### config.mk
export PLATFORM = sky130hd
export DESIGN_NAME = sorted_list_table
export DESIGN_NICKNAME = d
export VERILOG_FILES = /design/src/hdl/slt_pkg.sv /design/src/hdl/sorted_list_table.sv /design/src/hdl/slt_ctrl.sv /design/src/hdl/slt_datapath.sv
export SDC_FILE = /design/constraint.sdc
export NUM_CORES = 1
export LEC_CHECK = 0
export BUFFER_PORTS_ARGS = -buffer_cell sky130_fd_sc_hd__buf_2
export CAP_MARGIN = 20
export CORE_ASPECT_RATIO = 1.75
export CORE_MARGIN = 4
export CORE_UTILIZATION = 30
export CTS_BUF_LIST = sky130_fd_sc_hd__clkbuf_4 sky130_fd_sc_hd__clkbuf_8
export CTS_CLUSTER_SIZE = 8
export DETAILED_ROUTE_END_ITERATION = 6
export HOLD_SLACK_MARGIN = 0.1
export PLACE_DENSITY_LB_ADDON = 0.3
export SLEW_MARGIN = 5
export SYNTH_ARGS = -nofsm -noshare
export SYNTH_HDL_FRONTEND = slang
export SYNTH_SLANG_ARGS = --single-unit
export TNS_END_PERCENT = 30
### constraint.sdc
create_clock -name i_clk -period 4.9 [get_ports i_clk]
set_input_delay 0.735 -clock i_clk [delete_from_list [all_inputs] [get_ports i_clk]]
set_output_delay 0.735 -clock i_clk [all_outputs]
set_load 0.05 [all_outputs]
### src/hdl/slt_pkg.sv
// Types, operation codes and defaults shared by the sorted list table modules.
package slt_pkg;

    // Default number of list entries.
    localparam int DEPTH_DEFAULT = 16;

    // Width of the entry count field in a result word.
    localparam int COUNT_FIELD_W = 5;

    // Operation codes carried in the kind field; code three is a no-op.
    localparam logic [1:0] KIND_INSERT = 2'd0;
    localparam logic [1:0] KIND_SEARCH = 2'd1;
    localparam logic [1:0] KIND_REMOVE = 2'd2;

    // Input word: one operation.
    typedef struct packed {
        logic [1:0]         kind;
        logic signed [31:0] value;
    } t_in_word;

    // Output word: one result.
    typedef struct packed {
        logic                     hit;
        logic [COUNT_FIELD_W-1:0] entry_count;
        logic                     status;
    } t_out_word;

    // Controller states.
    typedef enum logic [3:0] {
        S_IDLE,
        S_DISPATCH,
        S_INS_RD,
        S_INS_CMP,
        S_FIND_RD,
        S_FIND_CMP,
        S_REM_RD,
        S_REM_WR,
        S_DONE
    } t_state;

    // Which neighbor of the index register the memory read addresses.
    typedef enum logic [1:0] {
        RD_CUR,
        RD_PREV,
        RD_NEXT
    } t_rd_sel;

    // Commands from the controller to the datapath.
    typedef struct packed {
        logic    accept;
        logic    idx_set_count;
        logic    idx_set_zero;
        logic    idx_inc;
        logic    idx_dec;
        logic    rd_en;
        t_rd_sel rd_sel;
        logic    wr_en;
        logic    wr_from_rd;
        logic    cnt_inc;
        logic    cnt_dec;
        logic    hit_set;
        logic    full_set;
        logic    finish;
    } t_dp_cmd;

    // Status from the datapath to the controller.
    typedef struct packed {
        logic [1:0] kind;
        logic       idx_zero;
        logic       idx_at_end;
        logic       next_at_end;
        logic       full;
        logic       ge;
        logic       eq;
        logic       out_free;
    } t_dp_status;

endpackage

### src/hdl/sorted_list_table.sv
// Top level of the sorted list table: controller plus datapath.
//
// Keeps up to DEPTH signed 32-bit values in ascending order, duplicates allowed.
// Input channel (i_valid, o_ready, i_data) takes one word per operation: insert,
// search or remove. Output channel (o_valid, i_ready, o_data) returns one word per
// operation with the hit flag, the entry count after the operation and a status
// flag that marks an insert refused because the list was full.
// One operation is worked on at a time. The entries sit in a memory with one
// registered read port, so each entry visited takes a read state and then a
// compare or move state. An insert visits the entries greater or equal and the
// entry below them, if any; a search visits entries up to the first match, or
// all of them on a miss; a remove visits every entry whether it hits or not. A
// full insert or the unused code three goes straight to the result. The next
// word is accepted once the controller is back in idle after the previous
// result has been loaded into the output register, even while that result still
// waits for i_ready. When the receiver stalls, a finished operation waits until
// the register is free.
// Synchronous reset empties the list and drops any pending result; the memory
// itself is not cleared, since only written entries are ever read.
module sorted_list_table
    import slt_pkg::*;
#(
    parameter int DEPTH = DEPTH_DEFAULT
)
(
    input  logic      i_clk,
    input  logic      i_rst_n,
    input  logic      i_valid,
    output logic      o_ready,
    input  t_in_word  i_data,
    output logic      o_valid,
    input  logic      i_ready,
    output t_out_word o_data
);

    t_dp_cmd    cmd;
    t_dp_status status;

    // Sequencer.
    slt_ctrl u_ctrl (
        .i_clk    (i_clk),
        .i_rst_n  (i_rst_n),
        .i_valid  (i_valid),
        .o_ready  (o_ready),
        .i_status (status),
        .o_cmd    (cmd)
    );

    // Storage and compare logic.
    slt_datapath #(
        .DEPTH (DEPTH)
    ) u_datapath (
        .i_clk    (i_clk),
        .i_rst_n  (i_rst_n),
        .i_data   (i_data),
        .i_cmd    (cmd),
        .o_status (status),
        .o_valid  (o_valid),
        .i_ready  (i_ready),
        .o_data   (o_data)
    );

endmodule

### src/hdl/slt_ctrl.sv
// Controller state machine that sequences insert, search and remove scans.
module slt_ctrl
    import slt_pkg::*;
(
    input  logic       i_clk,
    input  logic       i_rst_n,
    input  logic       i_valid,
    output logic       o_ready,
    input  t_dp_status i_status,
    output t_dp_cmd    o_cmd
);

    t_state r_state;
    t_state n_state;

    // State register.
    always_ff @(posedge i_clk) begin
        if (!i_rst_n) begin
            r_state <= S_IDLE;
        end else begin
            r_state <= n_state;
        end
    end

    // Next state and datapath commands.
    always_comb begin
        n_state = r_state;
        o_cmd   = '0;
        o_cmd.rd_sel = RD_CUR;
        o_ready = 1'b0;
        case (r_state)
            S_IDLE: begin
                o_ready = 1'b1;
                if (i_valid) begin
                    o_cmd.accept = 1'b1;
                    n_state      = S_DISPATCH;
                end
            end
            S_DISPATCH: begin
                case (i_status.kind)
                    KIND_INSERT: begin
                        if (i_status.full) begin
                            o_cmd.full_set = 1'b1;
                            n_state        = S_DONE;
                        end else begin
                            o_cmd.idx_set_count = 1'b1;
                            n_state             = S_INS_RD;
                        end
                    end
                    KIND_SEARCH, KIND_REMOVE: begin
                        o_cmd.idx_set_zero = 1'b1;
                        n_state            = S_FIND_RD;
                    end
                    default: begin
                        n_state = S_DONE;
                    end
                endcase
            end
            // Walk down from the end, moving larger or equal entries up one place.
            S_INS_RD: begin
                if (i_status.idx_zero) begin
                    o_cmd.wr_en   = 1'b1;
                    o_cmd.cnt_inc = 1'b1;
                    n_state       = S_DONE;
                end else begin
                    o_cmd.rd_en  = 1'b1;
                    o_cmd.rd_sel = RD_PREV;
                    n_state      = S_INS_CMP;
                end
            end
            S_INS_CMP: begin
                o_cmd.wr_en = 1'b1;
                if (i_status.ge) begin
                    o_cmd.wr_from_rd = 1'b1;
                    o_cmd.idx_dec    = 1'b1;
                    n_state          = S_INS_RD;
                end else begin
                    o_cmd.cnt_inc = 1'b1;
                    n_state       = S_DONE;
                end
            end
            // Walk up from the start looking for the first equal entry.
            S_FIND_RD: begin
                if (i_status.idx_at_end) begin
                    n_state = S_DONE;
                end else begin
                    o_cmd.rd_en  = 1'b1;
                    o_cmd.rd_sel = RD_CUR;
                    n_state      = S_FIND_CMP;
                end
            end
            S_FIND_CMP: begin
                if (i_status.eq) begin
                    o_cmd.hit_set = 1'b1;
                    if (i_status.kind == KIND_REMOVE) begin
                        n_state = S_REM_RD;
                    end else begin
                        n_state = S_DONE;
                    end
                end else begin
                    o_cmd.idx_inc = 1'b1;
                    n_state       = S_FIND_RD;
                end
            end
            // Close the gap by moving every later entry down one place.
            S_REM_RD: begin
                if (i_status.next_at_end) begin
                    o_cmd.cnt_dec = 1'b1;
                    n_state       = S_DONE;
                end else begin
                    o_cmd.rd_en  = 1'b1;
                    o_cmd.rd_sel = RD_NEXT;
                    n_state      = S_REM_WR;
                end
            end
            S_REM_WR: begin
                o_cmd.wr_en      = 1'b1;
                o_cmd.wr_from_rd = 1'b1;
                o_cmd.idx_inc    = 1'b1;
                n_state          = S_REM_RD;
            end
            // Hand the result to the output register once it is free.
            S_DONE: begin
                if (i_status.out_free) begin
                    o_cmd.finish = 1'b1;
                    n_state      = S_IDLE;
                end
            end
            default: begin
                n_state = S_IDLE;
            end
        endcase
    end

endmodule

### src/hdl/slt_datapath.sv
// Datapath with the entry memory, scan index, entry count and result register.
module slt_datapath
    import slt_pkg::*;
#(
    parameter int DEPTH = DEPTH_DEFAULT
)
(
    input  logic       i_clk,
    input  logic       i_rst_n,
    input  t_in_word   i_data,
    input  t_dp_cmd    i_cmd,
    output t_dp_status o_status,
    output logic       o_valid,
    input  logic       i_ready,
    output t_out_word  o_data
);

    localparam int AW = $clog2(DEPTH);
    localparam int CW = $clog2(DEPTH + 1);

    logic [31:0]        mem [DEPTH];
    logic [1:0]         r_kind;
    logic signed [31:0] r_value;
    logic signed [31:0] r_rd_data;
    logic [CW-1:0]      r_idx;
    logic [CW-1:0]      r_count;
    logic               r_hit;
    logic               r_full;
    t_out_word          r_out;
    logic               r_out_valid;

    logic [CW-1:0]      rd_ptr;
    logic [AW-1:0]      rd_addr;
    logic [AW-1:0]      wr_addr;
    logic [31:0]        wr_data;
    logic [31:0]        count_ext;

    // Read address relative to the scan index.
    always_comb begin
        case (i_cmd.rd_sel)
            RD_PREV: rd_ptr = r_idx - CW'(1);
            RD_NEXT: rd_ptr = r_idx + CW'(1);
            default: rd_ptr = r_idx;
        endcase
    end

    assign rd_addr = rd_ptr[AW-1:0];
    assign wr_addr = r_idx[AW-1:0];
    assign wr_data = i_cmd.wr_from_rd ? r_rd_data : r_value;

    // Entry memory: one write and one registered read per cycle.
    always_ff @(posedge i_clk) begin
        if (i_cmd.wr_en) begin
            mem[wr_addr] <= wr_data;
        end
        if (i_cmd.rd_en) begin
            r_rd_data <= mem[rd_addr];
        end
    end

    // Latched operation and result flags.
    always_ff @(posedge i_clk) begin
        if (i_cmd.accept) begin
            r_kind  <= i_data.kind;
            r_value <= i_data.value;
            r_hit   <= 1'b0;
            r_full  <= 1'b0;
        end else begin
            if (i_cmd.hit_set) begin
                r_hit <= 1'b1;
            end
            if (i_cmd.full_set) begin
                r_full <= 1'b1;
            end
        end
    end

    // Scan index and entry count.
    always_ff @(posedge i_clk) begin
        if (!i_rst_n) begin
            r_idx   <= '0;
            r_count <= '0;
        end else begin
            if (i_cmd.idx_set_count) begin
                r_idx <= r_count;
            end else if (i_cmd.idx_set_zero) begin
                r_idx <= '0;
            end else if (i_cmd.idx_inc) begin
                r_idx <= r_idx + CW'(1);
            end else if (i_cmd.idx_dec) begin
                r_idx <= r_idx - CW'(1);
            end
            if (i_cmd.cnt_inc) begin
                r_count <= r_count + CW'(1);
            end else if (i_cmd.cnt_dec) begin
                r_count <= r_count - CW'(1);
            end
        end
    end

    // The count field carries the low bits of the entry count.
    assign count_ext = 32'(r_count);

    // Result register: holds a finished word until the receiver takes it.
    always_ff @(posedge i_clk) begin
        if (i_cmd.finish) begin
            r_out.hit         <= r_hit;
            r_out.entry_count <= count_ext[COUNT_FIELD_W-1:0];
            r_out.status      <= r_full;
        end
    end

    always_ff @(posedge i_clk) begin
        if (!i_rst_n) begin
            r_out_valid <= 1'b0;
        end else if (i_cmd.finish) begin
            r_out_valid <= 1'b1;
        end else if (i_ready) begin
            r_out_valid <= 1'b0;
        end
    end

    assign o_valid = r_out_valid;
    assign o_data  = r_out;

    // Status for the controller.
    always_comb begin
        o_status.kind        = r_kind;
        o_status.idx_zero    = (r_idx == '0);
        o_status.idx_at_end  = (r_idx == r_count);
        o_status.next_at_end = ((r_idx + CW'(1)) == r_count);
        o_status.full        = (r_count == CW'(DEPTH));
        o_status.ge          = (r_rd_data >= r_value);
        o_status.eq          = (r_rd_data == r_value);
        o_status.out_free    = !r_out_valid || i_ready;
    end

endmodule

# After elaboration in Yosys (flattened, before gate mapping)
# Memory sizes are Yosys's and may differ from the RTL's. A register that Yosys moved wholly into a read port is not among the register bits.
# Index checks and enable logic that the tools add are counted.
# totals
reg_bits	58
mem_bits_rw	512
in_bits	38
out_inout_bits	9
n_memories	1
# mem_list
memory	depth	word_bits	rd	rd_clocked_by_memory_dff	wr	line_no	text
u_datapath.mem	16	32	1	1	1	slt_datapath.sv:21	logic [31:0] mem [DEPTH];
# classes
n_addsub	4
magnitude_cmp	1
n_eq_ne	18
muxes	52
n_reduce_logical	11
# op_table
cell	n
4-bit two-way mux	9
4-bit case mux with 9 select lines	1
32-bit equality test	1
32-bit greater-or-equal comparator	1
32-bit two-way mux	1
5-bit two-way mux	6
1-bit two-way mux	24
4-bit by 3-bit equality test with 1-bit output, second input constant	4
4-bit case mux with 2 select lines	2
5-bit by 1-bit adder with 5-bit output, second input constant	2
5-bit equality test	2
5-bit by 1-bit subtractor with 5-bit output, second input constant	2
3-bit two-way mux	3
3-bit case mux with 3 select lines	1
4-bit by 2-bit equality test with 1-bit output, second input constant	2
1-bit case mux with 2 select lines	4
5-bit equality test, second input constant	1
5-bit logical NOT	1
2-bit by 1-bit equality test with 1-bit output, second input constant	2
2-bit equality test, second input constant	2
4-bit by 1-bit equality test with 1-bit output, second input constant	1
4-bit equality test, second input constant	1
4-bit logical NOT	1
2-bit != test, second input constant	2
other kinds (8)	10

# Longest topological paths before layout
# depth
ltp_word	7
depth_mapped	17
ltp_nobuf	15

# Modules after synthesis
# Synthesis repeated with hierarchy kept, for this count alone.
# hier_totals
cells_unflattened	1257
hier_area_um2	25134.1
# by_module_without_submodules
mod	instances	cells_each	area_per_inst_um2
slt_datapath	1	1188	24632.4
slt_ctrl	1	69	501.7

# Worst setup path before layout
# OpenSTA, ideal clock, no wires.
# synth_path
path_kind	register to register
from	register u_datapath.r_idx[1]
to	register u_datapath.r_rd_data[0], read port of u_datapath.mem (enable)
setup_ns	0.463
arrival_ns	3.893
path_slack_ns	0.544
stages_incl_launch_ff	9
period_less_slack_ns	4.356
path_cell_list	dfxtp_1 -> clkbuf_1 -> inv_1 -> ha_1 -> xnor2_1 -> o2111ai_1 -> a21oi_1 -> mux2_2 -> nor3_1
# synth_lines
element	line_no	text
start: declaration	slt_datapath.sv:25	logic [CW-1:0] r_idx;
start signal: assignment	slt_datapath.sv:85	r_idx <= r_count;
start signal: assignment	slt_datapath.sv:89	r_idx <= r_idx + CW'(1);
start signal: assignment	slt_datapath.sv:91	r_idx <= r_idx - CW'(1);
end: declaration	slt_datapath.sv:24	logic signed [31:0] r_rd_data;

# Worst setup path after layout
# layout_path
from	register u_datapath.r_idx[1]
to	register u_datapath.r_rd_data[31], read port of u_datapath.mem, data pin
# layout_between
elab_chain_cells	6
elab_cells_between_ends	12
classes_between	2 x add/sub; 4 x eq/ne; 5 x mux; 1 x reduce/logical
# layout_lines
element	line_no	text
5-bit by 1-bit adder with 5-bit output	slt_datapath.sv:42	RD_NEXT: rd_ptr = r_idx + CW'(1);
5-bit equality test	slt_datapath.sv:131	o_status.next_at_end = ((r_idx + CW'(1)) == r_count);
3-bit two-way mux	slt_ctrl.sv:107	if (i_status.next_at_end) begin
3-bit case mux with 3 select lines	slt_ctrl.sv:31	case (r_state)
2-bit equality test or 2-bit by 1-bit equality test with 1-bit output (tied branches)	slt_datapath.sv:40	case (i_cmd.rd_sel)
4-bit case mux with 2 select lines	slt_datapath.sv:40	
# Parallel ways exist; a longest one is shown, timed or not.
# A chain may end at the register's enable or synchronous reset.

==> results <==
- The run finished with clean final reports.
- Clock tree synthesis found a total of about 600 sinks.
- The worst slew margin relative to its limit is 34.3%.
- The clock latency at the later pin of the worst-skew pair is a little over 700 ps.
- The worst-case IR drop observed on VDD is approximately 0.17 mV.
- The number of setup violations in the final report is 0.
- Summed over all layers, the routed wires come to slightly below 60000 µm.
- Cells with a size suffix above 1 make up 29.1% of the layout.
- The max-slew violation count is 0.
- Measured on the finished design, the core utilization comes to roughly a third.
- Setup slack on the critical path of the routed design comes to roughly 530 ps.
- The starting density of the core is between 30 and 40%.
- The worst hold path belongs to the class input pin to register.
- Along the worst path, the maximum fanout reaches 16.
- In the final routed layout, each cell accounts on average for roughly 24 µm.
- The overall die area is 86400 µm².
- At the worst endpoint, the required time is 5340 ps.
- Across the run, the number of max-cap violations was 0.
- The area inside the core boundary is a little over 80000 µm².
- The share of flip-flops with an asynchronous set or reset after synthesis is 0%.
- The H-tree level count is 3.
- Power spread over the standard cell area amounts to 378 nW/µm².
- The final hold violation count was 0.
- The TritonCTS clock tree is done.
- The number of design-rule violations left by the first detailed-router iteration is roughly 860.
- Entering global routing, the biggest net connects 38 pins.
- For this design the static power due to leakage is 9.26 nW.
- The maximum buffer depth of the clock tree is 3.
- Detailed routing inserted a total of ~12000 vias.
- The startpoint type of the worst setup path is a register.
- The kind of critical path is register to register.
- The initialized floorplan defines between 100 and 150 standard-cell rows.
- The die is 224 µm wide.
- With fillers left out, the area of the finished cells amounts to roughly 28000 µm².
- The first global-routing pass estimated between 80000 and 90000 µm of wire.
- The detail route stage leaves a number of antenna-violating nets equal to 0.
- The number of buffers added on ports is 46.
- The predominant post-synthesis flop cell is edfxtp_1.
- Clock tree synthesis inserted a total of 89 buffers.
- The worst clock skew is 35.4 ps.
- The number of inserted filler cells in the final layout is between 7000 and 8000.
- In the post-synthesis netlist, the biggest area contributors are edfxtp_1, mux4_2, ha_1.
- STA classifies the critical path endpoint as a register.
- The layout overhead on the synthesized area is 15.2%.
- After detailed routing, the number of vias per cell comes to 4.92.
- The warning count from the yosys run is 0.
- The post-synthesis sequential element count is approximately 600.
- Clock-pin slew was measured on the worst setup and hold paths at roughly 70 ps.
- After detailed routing, the number of remaining DRC violations is 0.
- The largest area contributor in the netlist is edfxtp_1.
- The placement-stage cell area is 26600 µm².
- The half-perimeter wire length after placement is 34700 µm.
- The signal on the critical path passes through ha_1, inv_1, nor4b_1, o2111ai_1, nand2b_1, inv_1, ha_1, buf_4, nor3_1, a21oi_4, buf_12, buf_12, mux4_2, nor2b_1, a211oi_1, a21oi_1.
- At the pin with the least slew margin, the transition time is 983 ps.
- The number of buffer and inverter stages on the critical path is 5.
- The number of enable-type register cells in the synthesized netlist is a little under 600.
- The clock root buffer is clkbuf_8.
- Derived from the worst setup path, the maximum achievable clock frequency is around 0.23 GHz.
- The final weighted congestion in routability-driven placement is around 0.78.
- The via count of the first global-routing pass was roughly 13000.
- The share of the synthesized area in the top cell type is 71.7%.
- In the final timing run, aggregate negative setup slack is 0 ps.
- The cell with the largest stage delay on the worst path is dfxtp_1.
- The sequential area share after synthesis is 73.1%.
- The number of nets handed over by synthesis was approximately 1400.
- The cell count after synthesis is roughly 1300.
- The maximum single-stage delay on the critical path is approximately 530 ps.
- The first TritonRoute pass finished after 4 iterations.
- In this run the vertical extent of the chip is 386 µm.
- The post-synth design cell area is ~24000 µm².
- The number of antenna violations at the first check in global routing was 1.
- The cell type group with the largest total delay on the critical path is buffers and inverters.
- The synthesized area per cell is a little under 20 µm².
- The final layout net count is between 1500 and 2000.
- For the finished layout, the period the worst path requires is 4370 ps.
- The final critical path takes up approximately nine tenths of the cycle.
- Setup repair after global routing left no endpoint under its margin.
- Global routing used around 14% of the available tracks across all layers.
- In this run, distinct cell masters in the synthesized netlist total 67.
- The global-route congestion overflow total is 0.
- The placement-stage worst setup slack is around 440 ps.
- For the worst setup path, the data arrival time is 4810 ps.
- After layout, the design draws a total of 10.7 mW.
- The count of pins on the block boundary is 47.
==> state kept, by name, summed over array words and instances (netlist names) <==
| name | count |
|---|---|
| u_datapath.mem | 512 |
| u_datapath.r_rd_data | 32 |
| u_datapath.r_value | 32 |
| u_datapath.o_data | 7 |
| u_datapath.r_count | 5 |
| u_datapath.r_idx | 5 |
| u_ctrl.r_state | 4 |
| u_datapath.r_kind | 2 |
| u_datapath.o_valid | 1 |
| u_datapath.r_full | 1 |
| u_datapath.r_hit | 1 |
==> power breakdown <==
part           switching, mW  total [mW]  internal, mW
clock network           1.86        3.70          1.84
registers             0.0542        5.84          5.79
logic                  0.622        1.12         0.496
==> metrics by stage <==
| stage | instances | hold slack (ps) |
|---|---|---|
| 3_3_place_gp | 2372 | 418 |
| 3_5_place_dp | 2373 | 425 |
| 2_1_floorplan | 1272 | 409 |
| 5_1_grt | 2505 | 135 |
| 6_report | 2505 | 202 |
| 4_1_cts | 2503 | 100 |
==> Yosys cell counts (9+ instances only) <==
cell	n
mux4_2	128
nor2b_1	39
edfxtp_1	585
o21ai_0	9
nor3_1	18
nand2_1	32
a211oi_1	33
a21oi_1	64
ha_1	45
clkbuf_1	25
dfxtp_1	17
mux2i_1	35
inv_1	44
nand4_1	9
mux2_2	29
buf_2	26
nor2_1	32
==> routing by layer <==
layer  wire length [µm]  vias up  GRT usage, %
met5                  0        -             0
met4               1560        0          4.90
met3               2420       94          2.53
met2              31800      269          25.2
met1              23300     6531          16.2
li1                   -     5440             -
==> cell families after synthesis <==
logic type	synth area share, %
mux	14.7
compound gates	3.97
buf+inv	1.84
xor+xnor	0.358
fa+ha+maj	2.38
simple gates	3.58
flops	73.1
==> final timing paths <==
kind	start	endpoint	slack (ps)	cells after the start
worst max-delay path	u_datapath.r_idx[1]	u_datapath.r_rd_data[31]	530	16
worst min-delay path	i_data[24]	u_datapath.r_value[24]	200	1
worst max register to register	u_datapath.r_idx[1]	u_datapath.r_rd_data[31]	530	16
worst min register to register	u_datapath.r_full	u_datapath.o_data[0]	440	0
==> cells in the final DEF, fill, tap and decap left out, drive strengths merged, types with 3 or more instances in the layout <==
cell | synthesis | final
nor3 | 19 | 19
xnor2 | 7 | 7
buf | 34 | 111
nor2b | 39 | 39
o21ai | 13 | 13
nand4 | 9 | 9
nor4 | 6 | 6
inv | 45 | 49
xor2 | 3 | 3
clkbuf | 25 | 111
a21oi | 64 | 64
dlygate4sd3 | 0 | 5
mux2 | 33 | 33
mux2i | 35 | 35
edfxtp | 585 | 585
o21a | 4 | 4
a211oi | 33 | 33
ha | 45 | 45
nor3b | 4 | 4
nand2b | 7 | 7
dfxtp | 17 | 17
nand3 | 7 | 7
nand2 | 32 | 32
a21o | 3 | 3
nor2 | 33 | 33
mux4 | 128 | 128
clkinv | 1 | 10
==> worst register-to-register path, cell delays in order (launching register included) <==
cell and delay, ps:
dfxtp_1 530, ha_1 340, inv_1 120, nor4b_1 310, o2111ai_1 220, nand2b_1 210
inv_1 60, ha_1 330, buf_4 190, nor3_1 90, a21oi_4 200, buf_12 230
buf_12 260, mux4_2 520, nor2b_1 140, a211oi_1 270, a21oi_1 80
==> timing repair <==
| action | CTS | global route |
|---|---|---|
| endpoints found under the hold margin | 5 | 0 |
| hold buffers | 5 | 0 |
| setup endpoints to repair | 0 | 1 |
| gates resized for setup | 0 | 1 |
| buffers inserted | 0 | 0 |
==> layout make-up <==
type	instances	area, µm²	share of cell area [%]
flip-flops and latches	602	17900	63.5
multi-input cells	565	6290	22.3
clock buffers	111	1400	4.95
well taps	1050	1310	4.66
repair buffers	116	1000	3.55
inverters	46	175	0.621
clock inverters	14	104	0.368
diodes	1	2.50	0.00888
(Power assumes the default switching activity.)
